==> src/acmn_pkg.sv <==
// Shared constants, types and controller encodings for the min/max normalizer.
`default_nettype none
package acmn_pkg;

	localparam int CHAN_W           = 4;
	localparam int BYTE_W           = 8;
	localparam int RAW_W            = 16;
	localparam int FRAC_W           = 17;
	localparam int COUNT_W          = 5;
	localparam int MAX_CHANNELS_DEF = 16;
	localparam int DIV_STEPS        = 17;
	localparam int DIV_CNT_W        = 5;

	localparam logic [COUNT_W-1:0] COUNT_RESET = 5'd5;
	localparam logic [RAW_W-1:0]   MIN_RESET   = 16'hFFFF;
	localparam logic [RAW_W-1:0]   MAX_RESET   = 16'h0000;

	typedef logic [CHAN_W-1:0]  chan_t;
	typedef logic [BYTE_W-1:0]  byte_t;
	typedef logic [RAW_W-1:0]   raw_t;
	typedef logic [FRAC_W-1:0]  frac_t;
	typedef logic [COUNT_W-1:0] count_t;

	typedef enum logic [1:0] {
		ST_IDLE,
		ST_LOOK,
		ST_DIV,
		ST_DONE
	} state_t;

	typedef struct packed {
		logic capture;
		logic update;
		logic step;
		logic load_out;
	} cmd_t;

	typedef struct packed {
		logic active;
		logic div_done;
		logic out_free;
	} status_t;

endpackage
`default_nettype wire

==> src/acmn_if.sv <==
// Valid/ready channel interfaces for samples and normalized results.
`default_nettype none
interface acmn_in_if;
	logic            valid;
	logic            ready;
	acmn_pkg::chan_t channel;
	acmn_pkg::byte_t high_byte;
	acmn_pkg::byte_t low_byte;

	modport source (output valid, output channel, output high_byte, output low_byte,
		input ready);
	modport sink (input valid, input channel, input high_byte, input low_byte,
		output ready);
endinterface

interface acmn_out_if;
	logic            valid;
	logic            ready;
	acmn_pkg::chan_t out_channel;
	acmn_pkg::frac_t fraction;
	logic            calibrated;

	modport source (output valid, output out_channel, output fraction,
		output calibrated, input ready);
	modport sink (input valid, input out_channel, input fraction, input calibrated,
		output ready);
endinterface
`default_nettype wire

==> src/autocal_minmax_normalizer.sv <==
// Top level of the auto-calibrating min/max sensor normalizer.
//
//   Channel  Direction  Handshake        Contents
//   sample   in         valid/ready      channel, high_byte, low_byte
//   result   out        valid/ready      out_channel, fraction, calibrated
//   cfg      in         cfg_we only      channel_count (5 bits)
//
// After an item is accepted, the channel's limits are read from the limit RAM and
// updated, the serial restoring divider runs its 17 steps, then a check and the
// load of the result register follow. The next item is accepted only once the
// controller is back in idle, so no item is taken before the last one is through.
// An item on an inactive channel is dropped in the lookup state with no result.
// Reset clears the state machine, the per-channel written flags (so every
// channel starts with min 65535 and max 0) and sets channel_count to 5.
// A stalled result holds in the result register; the next item can be
// accepted while it waits, and its own result waits until the register frees.
`default_nettype none
module autocal_minmax_normalizer #(
	parameter int MAX_CHANNELS = acmn_pkg::MAX_CHANNELS_DEF
) (
	input  wire logic             clk,
	input  wire logic             arst_n,
	acmn_in_if.sink               sample,
	acmn_out_if.source            result,
	input  wire logic             cfg_we,
	input  wire acmn_pkg::count_t cfg_data
);
	import acmn_pkg::*;

	cmd_t    cmd;
	status_t status;
	logic    in_ready;

	// The controller only steps the datapath; all data stays in acmn_dp.
	acmn_ctrl u_ctrl (
		.clk      (clk),
		.arst_n   (arst_n),
		.in_valid (sample.valid),
		.in_ready (in_ready),
		.status   (status),
		.cmd      (cmd)
	);

	assign sample.ready = in_ready;

	acmn_dp #(
		.MAX_CHANNELS (MAX_CHANNELS)
	) u_dp (
		.clk            (clk),
		.arst_n         (arst_n),
		.cfg_we         (cfg_we),
		.cfg_data       (cfg_data),
		.in_channel     (sample.channel),
		.in_high        (sample.high_byte),
		.in_low         (sample.low_byte),
		.cmd            (cmd),
		.status         (status),
		.res_ready      (result.ready),
		.res_valid      (result.valid),
		.res_channel    (result.out_channel),
		.res_fraction   (result.fraction),
		.res_calibrated (result.calibrated)
	);
endmodule
`default_nettype wire

==> src/acmn_ram.sv <==
// Generic single-write, single-read RAM with registered read data.
`default_nettype none
module acmn_ram #(
	parameter int WIDTH = 32,
	parameter int DEPTH = 16
) (
	input  wire logic                                    clk,
	input  wire logic                                    we,
	input  wire logic [(DEPTH > 1 ? $clog2(DEPTH) : 1)-1:0] waddr,
	input  wire logic [WIDTH-1:0]                        wdata,
	input  wire logic                                    re,
	input  wire logic [(DEPTH > 1 ? $clog2(DEPTH) : 1)-1:0] raddr,
	output logic      [WIDTH-1:0]                        rdata
);
	logic [WIDTH-1:0] mem_q [DEPTH];
	logic [WIDTH-1:0] rdata_q;

	always_ff @(posedge clk) begin
		if (we) begin
			mem_q[waddr] <= wdata;
		end
		if (re) begin
			rdata_q <= mem_q[raddr];
		end
	end

	assign rdata = rdata_q;
endmodule
`default_nettype wire

==> src/acmn_ctrl.sv <==
// Controller state machine that sequences lookup, update, division and output.
`default_nettype none
module acmn_ctrl (
	input  wire logic              clk,
	input  wire logic              arst_n,
	input  wire logic              in_valid,
	output logic                   in_ready,
	input  wire acmn_pkg::status_t status,
	output acmn_pkg::cmd_t         cmd
);
	import acmn_pkg::*;

	state_t state_q;
	state_t state_next;

	always_ff @(posedge clk or negedge arst_n) begin
		if (!arst_n) begin
			state_q <= ST_IDLE;
		end else begin
			state_q <= state_next;
		end
	end

	always_comb begin
		state_next = state_q;
		case (state_q)
			ST_IDLE: begin
				if (in_valid) state_next = ST_LOOK;
			end
			ST_LOOK: begin
				state_next = status.active ? ST_DIV : ST_IDLE;
			end
			ST_DIV: begin
				if (status.div_done) state_next = ST_DONE;
			end
			ST_DONE: begin
				if (status.out_free) state_next = ST_IDLE;
			end
			default: begin
				state_next = ST_IDLE;
			end
		endcase
	end

	always_comb begin
		cmd      = '0;
		in_ready = 1'b0;
		case (state_q)
			ST_IDLE: begin
				in_ready    = 1'b1;
				cmd.capture = in_valid;
			end
			ST_LOOK: begin
				cmd.update = status.active;
			end
			ST_DIV: begin
				cmd.step = !status.div_done;
			end
			ST_DONE: begin
				cmd.load_out = status.out_free;
			end
			default: begin
				cmd = '0;
			end
		endcase
	end
endmodule
`default_nettype wire

==> src/acmn_dp.sv <==
// Datapath: limit store, min/max update, serial divider and result register.
`default_nettype none
module acmn_dp #(
	parameter int MAX_CHANNELS = acmn_pkg::MAX_CHANNELS_DEF
) (
	input  wire logic              clk,
	input  wire logic              arst_n,
	input  wire logic              cfg_we,
	input  wire acmn_pkg::count_t  cfg_data,
	input  wire acmn_pkg::chan_t   in_channel,
	input  wire acmn_pkg::byte_t   in_high,
	input  wire acmn_pkg::byte_t   in_low,
	input  wire acmn_pkg::cmd_t    cmd,
	output acmn_pkg::status_t      status,
	input  wire logic              res_ready,
	output logic                   res_valid,
	output acmn_pkg::chan_t        res_channel,
	output acmn_pkg::frac_t        res_fraction,
	output logic                   res_calibrated
);
	import acmn_pkg::*;

	localparam int AW = (MAX_CHANNELS > 1) ? $clog2(MAX_CHANNELS) : 1;

	count_t                  count_q;
	logic [MAX_CHANNELS-1:0] seen_q;
	chan_t                   ch_q;
	raw_t                    raw_q;
	logic [AW-1:0]           addr_q;
	logic [2*RAW_W-1:0]      rd_data;
	raw_t                    lo_cur, hi_cur, lo_new, hi_new;
	raw_t                    diff, den;

	logic [FRAC_W-1:0]       rem_q;
	logic [FRAC_W-1:0]       quo_q;
	raw_t                    den_q;
	logic [DIV_CNT_W-1:0]    cnt_q;
	logic                    cal_q;
	logic [FRAC_W:0]         trial;
	logic [FRAC_W-1:0]       rem_keep;

	logic                    out_valid_q;
	chan_t                   out_ch_q;
	frac_t                   out_frac_q;
	logic                    out_cal_q;

	always_ff @(posedge clk or negedge arst_n) begin
		if (!arst_n) begin
			count_q <= COUNT_RESET;
		end else if (cfg_we) begin
			count_q <= cfg_data;
		end
	end

	always_ff @(posedge clk) begin
		if (cmd.capture) begin
			ch_q   <= in_channel;
			raw_q  <= {in_high, in_low};
			addr_q <= AW'(in_channel);
		end
	end

	// Limits live in RAM as {max, min}; an entry never written reads as reset limits.
	acmn_ram #(
		.WIDTH (2 * RAW_W),
		.DEPTH (MAX_CHANNELS)
	) u_limits (
		.clk   (clk),
		.we    (cmd.update),
		.waddr (addr_q),
		.wdata ({hi_new, lo_new}),
		.re    (cmd.capture),
		.raddr (AW'(in_channel)),
		.rdata (rd_data)
	);

	always_comb begin
		lo_cur = seen_q[addr_q] ? rd_data[RAW_W-1:0]       : MIN_RESET;
		hi_cur = seen_q[addr_q] ? rd_data[2*RAW_W-1:RAW_W] : MAX_RESET;
		lo_new = (raw_q < lo_cur) ? raw_q : lo_cur;
		hi_new = (raw_q > hi_cur) ? raw_q : hi_cur;
		diff   = raw_q - lo_new;
		den    = hi_new - lo_new;
	end

	always_ff @(posedge clk or negedge arst_n) begin
		if (!arst_n) begin
			seen_q <= '0;
		end else if (cmd.update) begin
			seen_q[addr_q] <= 1'b1;
		end
	end

	// Restoring divider, one quotient bit per step, most significant first.
	assign trial    = {1'b0, rem_q} - {2'b00, den_q};
	assign rem_keep = trial[FRAC_W] ? rem_q : trial[FRAC_W-1:0];

	always_ff @(posedge clk or negedge arst_n) begin
		if (!arst_n) begin
			cnt_q <= '0;
		end else if (cmd.update) begin
			cnt_q <= DIV_CNT_W'(DIV_STEPS);
		end else if (cmd.step) begin
			cnt_q <= cnt_q - DIV_CNT_W'(1);
		end
	end

	always_ff @(posedge clk) begin
		if (cmd.update) begin
			rem_q <= {1'b0, diff};
			quo_q <= '0;
			den_q <= den;
			cal_q <= (hi_new > lo_new);
		end else if (cmd.step) begin
			rem_q <= {rem_keep[FRAC_W-2:0], 1'b0};
			quo_q <= {quo_q[FRAC_W-2:0], !trial[FRAC_W]};
		end
	end

	always_ff @(posedge clk or negedge arst_n) begin
		if (!arst_n) begin
			out_valid_q <= 1'b0;
		end else if (cmd.load_out) begin
			out_valid_q <= 1'b1;
		end else if (res_ready) begin
			out_valid_q <= 1'b0;
		end
	end

	always_ff @(posedge clk) begin
		if (cmd.load_out) begin
			out_ch_q   <= ch_q;
			out_frac_q <= cal_q ? quo_q : '0;
			out_cal_q  <= cal_q;
		end
	end

	always_comb begin
		status.active   = ({1'b0, ch_q} < count_q) && (32'(ch_q) < MAX_CHANNELS);
		status.div_done = (cnt_q == '0);
		status.out_free = !out_valid_q || res_ready;
	end

	assign res_valid      = out_valid_q;
	assign res_channel    = out_ch_q;
	assign res_fraction   = out_frac_q;
	assign res_calibrated = out_cal_q;
endmodule
`default_nettype wire

==> src/flat_wrapper.sv <==
// flat-port wrapper written by rule: the top's interface ports become plain ports
module autocal_minmax_normalizer_flat import acmn_pkg::*;
#(
	parameter int MAX_CHANNELS = acmn_pkg::MAX_CHANNELS_DEF
)
  (clk, arst_n, cfg_we, cfg_data, sample_valid, sample_channel, sample_high_byte, sample_low_byte, sample_ready, result_valid, result_out_channel, result_fraction, result_calibrated, result_ready);
  acmn_in_if sample_i ();
  acmn_out_if result_i ();
  input  wire logic clk;
  input  wire logic arst_n;
  input  wire logic cfg_we;
  input  wire acmn_pkg::count_t cfg_data;
  input wire logic [$bits(sample_i.valid)-1:0] sample_valid;
  input wire logic [$bits(sample_i.channel)-1:0] sample_channel;
  input wire logic [$bits(sample_i.high_byte)-1:0] sample_high_byte;
  input wire logic [$bits(sample_i.low_byte)-1:0] sample_low_byte;
  output wire logic [$bits(sample_i.ready)-1:0] sample_ready;
  output wire logic [$bits(result_i.valid)-1:0] result_valid;
  output wire logic [$bits(result_i.out_channel)-1:0] result_out_channel;
  output wire logic [$bits(result_i.fraction)-1:0] result_fraction;
  output wire logic [$bits(result_i.calibrated)-1:0] result_calibrated;
  input wire logic [$bits(result_i.ready)-1:0] result_ready;
  assign sample_i.valid = sample_valid;
  assign sample_i.channel = sample_channel;
  assign sample_i.high_byte = sample_high_byte;
  assign sample_i.low_byte = sample_low_byte;
  assign sample_ready = sample_i.ready;
  assign result_valid = result_i.valid;
  assign result_out_channel = result_i.out_channel;
  assign result_fraction = result_i.fraction;
  assign result_calibrated = result_i.calibrated;
  assign result_i.ready = result_ready;
  autocal_minmax_normalizer #(.MAX_CHANNELS(MAX_CHANNELS)) u_core (.clk(clk), .arst_n(arst_n), .sample(sample_i), .result(result_i), .cfg_we(cfg_we), .cfg_data(cfg_data));
endmodule
==> config.mk <==
export PLATFORM = sky130hd
export DESIGN_NAME = autocal_minmax_normalizer_flat
export DESIGN_NICKNAME = d
export VERILOG_FILES = /design/src/acmn_pkg.sv /design/src/acmn_if.sv /design/src/autocal_minmax_normalizer.sv /design/src/acmn_ram.sv /design/src/acmn_ctrl.sv /design/src/acmn_dp.sv /design/src/flat_wrapper.sv
export SDC_FILE = /design/constraint.sdc
export NUM_CORES = 1
export LEC_CHECK = 0
export ABC_CLOCK_PERIOD_IN_PS = 6800
export BUFFER_PORTS_ARGS = -buffer_cell sky130_fd_sc_hd__buf_2
export CAP_MARGIN = 20
export CORE_MARGIN = 5
export CORE_UTILIZATION = 53
export CTS_CLUSTER_SIZE = 8
export DETAILED_ROUTE_END_ITERATION = 7
export GPL_TIMING_DRIVEN = 0
export PLACE_DENSITY = 0.83
export SYNTH_ARGS = -nofsm -noshare
export SYNTH_HDL_FRONTEND = slang
export SYNTH_HIERARCHICAL = 1
export SYNTH_SLANG_ARGS = --single-unit
==> constraint.sdc <==
create_clock -name clk -period 6.8 [get_ports clk]
set_input_delay 1.36 -clock clk [delete_from_list [all_inputs] [get_ports clk]]
set_output_delay 1.36 -clock clk [all_outputs]
set_load 0.01 [all_outputs]
* Yosys cells after proc, flatten, opt, wreduce, memory -nomap -nowiden
Memories as Yosys holds them, arrays and structs flattened. A register that Yosys moved wholly into a read port is not among the register bits. Index checks and enable logic that the tools add are counted.
Word-level totals: flip-flop bits (word level) 122, memory bits (writable) 512, bits of input ports 30, output and inout bits 24, memories 1
Memories:
- u_core.u_dp.u_limits.mem_q | words 16, bits a word 32, rd ports 1, clocked after Yosys merged registers in 1, write ports 1, line acmn_ram.sv:15 | logic [WIDTH-1:0] mem_q [DEPTH];
Cells by class: $add $sub $neg 4, $lt $le $gt $ge 6, equal/unequal tests 6, muxes and demuxes 27, bitwise operators 1, reduce and logical (&&, ||, !) cells 10
Operators by type and width (count):
- two-way mux 16 bit | 7
- greater-than comparator 16 bit | 2
- subtractor 16 bit | 2
- subtractor 17 x 16 -> 18 bit | 1
- < comparator 16 bit | 1
- bitwise OR 16 bit | 1
- two-way mux 1 bit | 11
- two-way mux 5 bit | 2
- two-way mux 2 bit | 4
- one-hot mux 2 bit (4 select lines) | 1
- != test 2 bit, second input constant | 3
- zero test 5 bit | 1
- < comparator 4 x 5 -> 1 bit | 1
- < comparator 4 x 5 -> 1 bit, second input constant | 1
- subtractor 5 x 1 -> 5 bit, second input constant | 1
- binary-select mux 1 bit (select 4 bit) | 1
- demux 1 bit (select 4 bit) | 1
- == test 2 bit, second input constant | 2
- >= comparator 4 x 1 -> 1 bit, second input constant | 1
- nonzero test 2 bit | 2
- zero test 1 bit | 3
- AND reduction 3 bit | 1
- == test 2 x 1 -> 1 bit, second input constant | 1
- zero test 2 bit | 1
- 2 further kinds | 2

* Longest topological paths before layout
Gate-level depths: netlist of the first run.
depth in word-level cells 7, mapped depth 28, depth with buffers taken out 24

* Modules after synthesis
Netlist of the first run, hierarchy kept.
By module, submodules not included:
- acmn_ram | instances 1, cells each 838, area each 20155.6 sq um, seq. area each 16335.7 sq um
- acmn_dp | instances 1, cells each 1008, area each 9171.3 sq um, seq. area each 3290.7 sq um
- acmn_ctrl | instances 1, cells each 13, area each 110.1 sq um, seq. area each 50.0 sq um

* Least setup slack after synthesis of the first run
Ideal clock, no wire load.
kind register to register, start point reg u_core.u_dp.addr_q[3], end point reg u_core.u_dp.rem_q[14], data pin, arrival 6.580 ns, data required time 6.540 ns, slack -0.040 ns, cell stages (with the launch flop) 28, buffers on the path 4, clock period less this slack 6.840 ns, cells stage by stage edfxtp_1 -> mux4_1 -> mux2_2 -> o21ai_1 -> buf_2 -> buf_2 -> nor2_1 -> ha_1 -> a211oi_1 -> o21bai_1 -> a2111oi_0 -> o22ai_1 -> nor2_4 -> buf_2 -> buf_1 -> nand2_1 -> o21ai_0 -> ha_1 -> inv_1 -> ha_1 -> nand2_1 -> o21ai_0 -> a222oi_1 -> o21ai_0 -> a21bo_2 -> a21oi_1 -> xnor2_1 -> mux2_2
Between the ends: cells in the longest elaborated chain, start to end 7
Ends and longest elaborated chain:
- start: declaration | line acmn_dp.sv:29 | logic [AW-1:0] addr_q;
- start signal: assignment | line acmn_dp.sv:59 | addr_q <= AW'(in_channel);
- binary-select mux 1 bit (select 4 bit) * | line acmn_dp.sv:78 | lo_cur = seen_q[addr_q] ? rd_data[RAW_W-1:0] : MIN_RESET;
- two-way mux 1 bit (implied by the code) * | line acmn_dp.sv:78
- two-way mux 16 bit * | line acmn_dp.sv:78
- < comparator 16 bit | line acmn_dp.sv:80 | lo_new = (raw_q < lo_cur) ? raw_q : lo_cur;
- two-way mux 16 bit * | line acmn_dp.sv:80
- via u_core.u_dp.lo_new[0] | line acmn_dp.sv:31 | raw_t lo_cur, hi_cur, lo_new, hi_new;
- subtractor 16 bit * | line acmn_dp.sv:82 | diff = raw_q - lo_new;
- two-way mux 16 bit * | line acmn_dp.sv:109 | if (cmd.update) begin
- end signal: assignment | line acmn_dp.sv:110 | rem_q <= {1'b0, diff};
- end signal: assignment | line acmn_dp.sv:115 | rem_q <= {rem_keep[FRAC_W-2:0], 1'b0};
- end: declaration | line acmn_dp.sv:34 | logic [FRAC_W-1:0] rem_q;
The timed path passes the listed nets; every way through them passes the cells marked *. The select of a mux whose other input is x is not followed. A chain may end at the register's enable or synchronous reset.

* Final worst setup path of the first run
start point reg u_core.u_dp.addr_q[3], end point reg u_core.u_dp.cal_q, data pin
Between the ends: cells in the longest elaborated chain, start to end 6
Ends and longest elaborated chain:
- binary-select mux 1 bit (select 4 bit) * | line acmn_dp.sv:78, acmn_dp.sv:79
- two-way mux 1 bit (implied by the code) * | line acmn_dp.sv:78, acmn_dp.sv:79
- two-way mux 16 bit (on tied branches) | line acmn_dp.sv:79, acmn_dp.sv:78
- greater-than comparator 16 bit / < comparator 16 bit (equally long branches) | line acmn_dp.sv:81, acmn_dp.sv:80
- two-way mux 16 bit (on tied branches) | line acmn_dp.sv:81, acmn_dp.sv:80
- greater-than comparator 16 bit * | line acmn_dp.sv:113 | cal_q <= (hi_new > lo_new);
- end signal: assignment | line acmn_dp.sv:113
- end: declaration | line acmn_dp.sv:38 | logic cal_q;
Every way passes the cells marked *; elsewhere a longest branch is shown, timed or not. The select of a mux whose other input is x is not followed.

==> results of run 1 <==
[layer usage]
layer  up-vias  track usage, %  part of all wire (%)
met1      9289            34.3                    36
li1       7750               -                     -
met5         -               0                 0.016
met3       285            6.70                    10
met2      1226            45.9                    49
met4         2            12.9                   5.3
[layout make-up]
type	instances	area share, %
clock inverters	7	0.397
inverters	73	0.798
plain buffers	85	1.25
repair buffers	115	3.00
clock buffers	115	7.11
flip-flops and latches	666	57.3
well taps	748	2.72
multi-input cells	1032	27.4
diodes	2	0.0146
[state kept, by name, indices dropped and copies added, names as in the netlist, 16 cells and up, named ones only]
| name | count |
|---|---|
| u_core/u_dp/res_fraction | 17 |
| u_core/u_dp/u_limits/rdata | 32 |
| u_core/u_dp/quo_q | 17 |
| u_core/u_dp/raw_q | 16 |
| u_core/u_dp/u_limits/mem_q | 512 |
| u_core/u_dp/rem_q | 17 |
| u_core/u_dp/den_q | 16 |
| u_core/u_dp/seen_q | 16 |
[repair_timing]
action,CTS,global route
gates resized for setup,53,18
setup endpoints to repair,352,12
buffers inserted,11,4
pin swaps,4,5
[final timing paths]
path,from,to,slack [ns]
min in group asynchronous,arst_n,u_core/u_dp/seen_q[15]$_DFFE_PN0P_,0.75
hold reg to reg,u_core/u_dp/seen_q[1]$_DFFE_PN0P_,u_core/u_dp/seen_q[1]$_DFFE_PN0P_,0.47
setup reg to reg,u_core/u_dp/addr_q[3]$_DFFE_PP_,u_core/u_dp/cal_q$_DFFE_PP_,0.13
hold / removal,u_core/u_dp/seen_q[1]$_DFFE_PN0P_,u_core/u_dp/seen_q[1]$_DFFE_PN0P_,0.47
max in group asynchronous,arst_n,u_core/u_dp/cnt_q[1]$_DFFE_PN0P_,5.61
setup / recovery,u_core/u_dp/addr_q[3]$_DFFE_PP_,u_core/u_dp/cal_q$_DFFE_PP_,0.13
[cell usage after synthesis, types with 5 or more instances]
cell	count	area share (%)
dfrtp_1	27	2.3
clkbuf_1	44	0.56
a21oi_1	66	1.1
buf_1	18	0.23
o21ai_0	50	0.85
xor2_1	14	0.42
maj3_1	5	0.17
mux4_2	131	10
nand4_1	14	0.30
a32oi_1	5	0.15
o211ai_1	8	0.20
o22ai_1	10	0.21
a21boi_0	10	0.26
nor3b_1	6	0.15
mux2_2	9	0.34
o21a_1	10	0.26
and2_1	28	0.60
and3_1	6	0.13
or3_1	5	0.11
a22oi_1	67	1.7
o21bai_1	12	0.31
nand3b_1	6	0.15
xnor2_1	25	0.74
buf_2	16	0.27
nor4_1	5	0.11
ha_1	70	3.0
nor2_1	103	1.3
nand3_1	23	0.39
buf_4	9	0.23
nor3_1	25	0.43
edfxtp_1	619	63
inv_1	72	0.92
mux2i_1	45	1.5
a211oi_1	12	0.31
o31ai_1	6	0.15
nand2b_1	19	0.40
nor4b_1	5	0.15
a31oi_1	9	0.19
dfxtp_1	18	1.2
a21o_1	8	0.20
o221ai_1	7	0.21
nor2b_1	12	0.26
nand2_1	125	1.6
[logic make-up after synthesis]
group | count (synthesis) | share of synthesized area, %
and+or+nand+nor | 399 | 6.57
buffers and inverters | 161 | 2.26
muxes | 189 | 12.2
xor gates and xnor gates | 39 | 1.16
adders and majority gates | 76 | 3.21
AOI/OAI and AO/OA | 329 | 7.79
DFF | 666 | 66.8
[power groups by stage]
stage          Combinational (mW)  Sequential, mW  Clock [mW]
2_1_floorplan                2.75            5.62           0
3_5_place_dp                 4.03            5.69           0
4_1_cts                      4.22            5.61        4.19
6_report                     4.35            5.61        4.14
5_1_grt                      4.72            5.63        4.39
3_3_place_gp                 3.77            5.71           0
==> results.py, run 1 <==
metrics = {
    "status": {
        "status": "finished, final reports clean",
    },
    "clocking": {
        "cts_num_sinks": 666,
        "clk_latency_ns": 0.65,
        "clk_transition_reported_paths_ns": 0.05,
        "cts_root_buffer": "clkbuf_16",
        "cts_buffers": 93,
        "postCtsHoldBufs": 0,
        "htree_levels": 3,
        "cts_tree": "yes",
        "cts_max_path_buffers": 3,
    },
    "power_and_ir_drop": {
        "p_sw_share_pct": 32.9,
        "total_power_mw": 14.1,
        "comb_power_share_pct": 30.9,
        "vdd_drop_max_mv": 0.246,
        "p_int_mw": 9.46,
        "pwr-share-seq_pct": 39.8,
        "clkPwrFrac_pct": 29.4,
        "p_switching_mw": 4.64,
        "power_leakage_nw": 11.9,
        "power_density_nw_per_um2": 411,
    },
    "final_layout": {
        "seq_area_um2": 19700,
        "drive_gt1_share_pct": 22.4,
        "final_util_pct": 62.3,
        "nNetsFinal": 2167,
        "area_growth_syn_to_layout_pct": 16.7,
        "layout_commonest_cell": "edfxtp_1",
        "nFillCells": 3736,
        "finalInstanceArea_um2": 34300,
        "final_cell_mix": "edfxtp_1 (619), mux4_2 (131), nand2_1 (125), clkbuf_16 (94), nor2_1 (90)",
        "stdcell_count": 2843,
        "multiInputGateArea_um2": 9420,
    },
    "synth": {
        "postSynthCellCount": 1859,
        "synth-main-ff-cell": "edfxtp_1",
        "netlist_area_um2": 29400,
        "ys_async_sr_fraction_pct": 4.35,
        "synth_cell_types": 89,
        "ys_warn_count": 6,
        "synth_edf_count": 619,
        "ys_seq_area_share_pct": 66.8,
        "synthesis.nets": 1960,
        "syn_area_per_cell_um2": 15.8,
        "ys_ff_latch": 666,
    },
    "timing": {
        "slew_viol_final": 0,
        "fin_worst_skew_ns": 0.0492,
        "setup_ws_ns": 0.129,
        "period_needed_ns": 6.67,
        "fmax_ghz": 0.150,
        "relSlewSlack_pct": 31.6,
        "tns_ns": 0,
        "rsz0062_at_grt": "true",
        "fin_hold_ws_ns": 0.466,
        "hold_violations": 0,
        "worst_pin_slew_ns": 1.03,
        "finalSetupViolCount": 0,
        "period_share_pct": 98.1,
    },
    "critical_path": {
        "cp-start-kind": "register",
        "crit_buf_inv": 6,
        "cp_slowest_stage_delay_ns": 0.47,
        "cp_data_arrival_time_ns": 7.01,
        "cp_slowest_cell": "edfxtp_1",
        "critPathTopFamily": "compound AO/OA/AOI/OAI gates",
        "cp_data_required_time_ns": 7.14,
        "reg2regPathDepth": 25,
        "crit_top_cell": "buf_4",
        "path_max_fanout": 10,
        "crit_type": "register to register",
        "cp.depth": 25,
        "critPathCaptureType": "register",
    },
    "floorplanning": {
        "fp.dieW_um": 246,
        "start_util_pct": 53.4,
        "rows": 86,
        "core-area_um2": 55100,
        "io_pins": 54,
        "die-area_um2": 60400,
        "fp.dieH_um": 246,
    },
    "placed_design": {
        "gp_congestion": 0.943,
        "dp.final_hpwl_um": 54500,
        "pre_cts_slack_ns": -2.16,
        "port_buffers": 52,
        "dpl.cell_count": 2703,
        "placedInstanceArea_um2": 31400,
    },
    "detailed_routing": {
        "drtAntennaViolNets": 0,
        "post-route-drc-count": 0,
        "viasPerCell": 6.53,
        "routed_wl_um": 83000,
        "routedWlPerCell_um": 29.2,
        "drt_iter0_markers": 2427,
        "first_pass_iters": 6,
        "vias": 18600,
    },
    "job": {
        "max-cap-violations": 0,
    },
    "global_routing": {
        "globalRouteOverflowTotal": 0,
        "antenna_found_initial": 2,
        "grtUsageTotal_pct": 27.5,
        "grt_max_degree": 30,
        "grt_pass1_wl_um": 123000,
        "first_global_vias": 19000,
    },
    "hold_path": {
        "hold_depth": 1,
        "hp-class": "register to register",
    },
}
(Power assumes the default switching activity.)
==> inputs of run 2 (changes only) <==
Settings changed: ABC_AREA from default to 1, CORE_ASPECT_RATIO from default to 1.1.
==> run 2 against run 1 <==
Compared with the run above:
- final area is 5.3% higher
- largest power group unchanged
- sequential power is 1% higher
- clock skew rose by 0.013 ns
- clock-buffer cell count shrank 1
- final cell count up 50%
- non-clock buffer count grew 16
- synthesized cell count is 77% higher
- combinational power shrank 2%
- area after synthesis rose by 7.8%
- sequential share of layout area decreased by 2.9 points
- first-iteration DRC count is 19% higher
==> results.py, run 2 <==
metrics = {
    "global_routing": {
        "antenna_found_initial": 0,
        "globalRouteOverflowTotal": 0,
        "grtUsageTotal_pct": 26.2,
        "grt_pass1_wl_um": 131000,
        "grt_max_degree": 31,
        "first_global_vias": 23600,
    },
    "critical_path": {
        "critPathTopFamily": "buffers and inverters",
        "critPathCaptureType": "register",
        "crit_buf_inv": 9,
        "cp.depth": 31,
        "cp_data_required_time_ns": 7.14,
        "cp_slowest_cell": "edfxtp_1",
        "crit_top_cell": "nand2_1",
        "reg2regPathDepth": 31,
        "path_max_fanout": 10,
        "cp_slowest_stage_delay_ns": 0.58,
        "cp-start-kind": "register",
        "cp_data_arrival_time_ns": 6.63,
        "crit_type": "register to register",
    },
    "final_layout": {
        "layout_commonest_cell": "nand2_1",
        "largest_reg_flops": 512,
        "finalInstanceArea_um2": 36200,
        "nNetsFinal": 3571,
        "final_cell_mix": "nand2_1 (985), edfxtp_1 (619), inv_1 (597), nand3_1 (447), buf_2 (97)",
        "area_growth_syn_to_layout_pct": 14.0,
        "stdcell_count": 4265,
        "drive_gt1_share_pct": 9.98,
        "n_antenna_cell": 0,
        "top_register": "u_core/u_dp/u_limits/mem_q",
    },
    "clocking": {
        "clk_latency_ns": 0.65,
        "cts_setup_buffers": 0,
        "clk_transition_reported_paths_ns": 0.05,
        "cts_num_sinks": 666,
        "cts_buffers": 93,
        "htree_levels": 3,
        "cts_max_path_buffers": 3,
        "cts_tree": "yes",
        "cts_root_buffer": "clkbuf_16",
    },
    "floorplanning": {
        "fp.dieW_um": 243,
        "die-area_um2": 64900,
        "start_util_pct": 53.2,
        "io_pins": 54,
        "rows": 94,
        "fp.dieH_um": 267,
        "core-area_um2": 59600,
    },
    "power_and_ir_drop": {
        "power_density_nw_per_um2": 388,
        "p_sw_share_pct": 34.3,
        "total_power_mw": 14.0,
        "p_int_mw": 9.21,
        "clkPwrFrac_pct": 29.2,
        "comb_power_share_pct": 30.3,
        "vdd_drop_max_mv": 0.233,
        "p_switching_mw": 4.81,
        "power_leakage_nw": 16.0,
        "pwr-share-seq_pct": 40.5,
    },
    "synth": {
        "synth_top_cell_by_area": "edfxtp_1",
        "synth_common_cells": "nand2_1 (985), edfxtp_1 (619), inv_1 (597)",
        "ys_seq_area_share_pct": 62.0,
        "netlist_area_um2": 31700,
        "synth-main-ff-cell": "edfxtp_1",
        "ys_ff_latch": 666,
        "synth_area_leaders": "edfxtp_1 (59%), nand2_1 (12%), inv_1 (7.1%), nand3_1 (7.1%), ha_1 (2.8%)",
        "synthesis.nets": 3388,
        "yosys.area.top_type_share_pct": 58.6,
        "synth_cell_types": 49,
        "syn_area_per_cell_um2": 9.65,
        "ys_warn_count": 6,
        "synth_edf_count": 619,
        "synth.most_common_cell": "nand2_1",
        "ys_async_sr_fraction_pct": 4.35,
        "postSynthCellCount": 3287,
    },
    "timing": {
        "hold_violations": 0,
        "relSlewSlack_pct": 29.1,
        "slew_viol_final": 0,
        "fin_hold_ws_ns": 0.455,
        "period_needed_ns": 6.29,
        "worst_pin_slew_ns": 1.06,
        "fin_worst_skew_ns": 0.0621,
        "period_share_pct": 92.5,
        "fmax_ghz": 0.159,
        "finalSetupViolCount": 0,
    },
    "hold_path": {
        "hold_depth": 2,
        "hp-class": "register to register",
    },
    "detailed_routing": {
        "routedWlPerCell_um": 20.4,
        "post-route-drc-count": 0,
        "viasPerCell": 5.64,
        "drt_iter0_markers": 2890,
        "drtAntennaViolNets": 0,
        "routed_wl_um": 87000,
        "vias": 24000,
        "first_pass_iters": 8,
    },
    "placed_design": {
        "dpl.cell_count": 4142,
        "dp.final_hpwl_um": 60000,
        "gp_congestion": 0.948,
        "placedInstanceArea_um2": 33600,
        "port_buffers": 52,
    },
    "status": {
        "status": "finished, final reports clean",
    },
    "job": {
        "max-cap-violations": 0,
    },
}
## run 2: cell count changes after synthesis, sizes merged, moves of 47 or more
cell / previous run / this run
a22oi: 67 / 0
buf: 44 / 102
inv: 73 / 605
mux2i: 47 / 0
mux4: 133 / 0
nand2: 126 / 1008
nand3: 23 / 447
## run 2: final timing paths
path / from / end / slack [ns]
worst min-delay path: u_core/u_dp/seen_q[2]$_DFFE_PN0P_ / u_core/u_dp/seen_q[2]$_DFFE_PN0P_ / 0.46
worst max-delay path: u_core/u_dp/addr_q[1]$_DFFE_PP_ / u_core/u_dp/rem_q[15]$_DFFE_PP_ / 0.51
min in group asynchronous: arst_n / u_core/u_dp/seen_q[11]$_DFFE_PN0P_ / 0.76
worst max register to register: u_core/u_dp/addr_q[1]$_DFFE_PP_ / u_core/u_dp/rem_q[15]$_DFFE_PP_ / 0.51
max in group asynchronous: arst_n / u_core/u_dp/seen_q[12]$_DFFE_PN0P_ / 5.60
worst min register to register: u_core/u_dp/seen_q[2]$_DFFE_PN0P_ / u_core/u_dp/seen_q[2]$_DFFE_PN0P_ / 0.46
## run 2: metal layers
metal	vias to the layer above	routed length, um	GRT usage, %
li1	11000	-	-
met1	11200	30700	31.2
met2	1443	42000	44.9
met3	334	9130	5.82
met4	0	5220	13.8
met5	-	0	0
## run 2: cells by family (layout without fill, tap and decap cells)
| logic type | after synthesis | after routing | synth area share (%) |
|---|---|---|---|
| compound gates | 207 | 207 | 3.77 |
| xor+xnor | 18 | 18 | 0.497 |
| fa+ha+maj | 71 | 71 | 2.82 |
| buf+inv | 735 | 945 | 9.81 |
| flops | 666 | 666 | 62.0 |
| simple gates | 1590 | 1590 | 21.1 |
## run 2: metrics by stage
step,utilization (%),setup slack (ns),TNS (ns)
floorplan,-,1.34,0
global placement,55.3,-0.752,-29.88
detailed placement,56.3,0.323,0
CTS,60.6,0.251,0
global route,60.6,-0.0149,-0.0149
finish,60.6,0.510,0
## run 2: power by group through the flow
stage          clock [mW]  combinational [mW]  sequential (mW)
3_5_place_dp            0                4.13             5.74
2_1_floorplan           0                2.76             5.70
5_1_grt              4.31                4.68             5.70
6_report             4.10                4.25             5.67
4_1_cts              4.13                4.17             5.67
3_3_place_gp            0                3.88             5.77
## run 2: repair_timing
item | in CTS | in global routing
hold buffers | 0 | 0
resized for setup | 0 | 2
endpoints found under the hold margin | 0 | 0
setup endpoints to repair | 0 | 8
## run 2: cell type report
type / instances / area (um2)
fill: 4435 / 23500
sequential: 666 / 19700
clock buffer: 114 / 2420
timing repair buffer: 88 / 779
clock inverter: 8 / 131
buffer: 128 / 831
multi-input combinational: 1886 / 9090
inverter: 607 / 2280
tap: 768 / 961
## run 2: worst reg2reg max path, delay by kind of cell (launching register included)
family,cells,cell delay [ns]
buffers and inverters,9,2.07
and+or+nand+nor,16,1.84
AOI/OAI and AO/OA,4,0.84
adders and majority gates,2,0.68
DFF,1,0.58
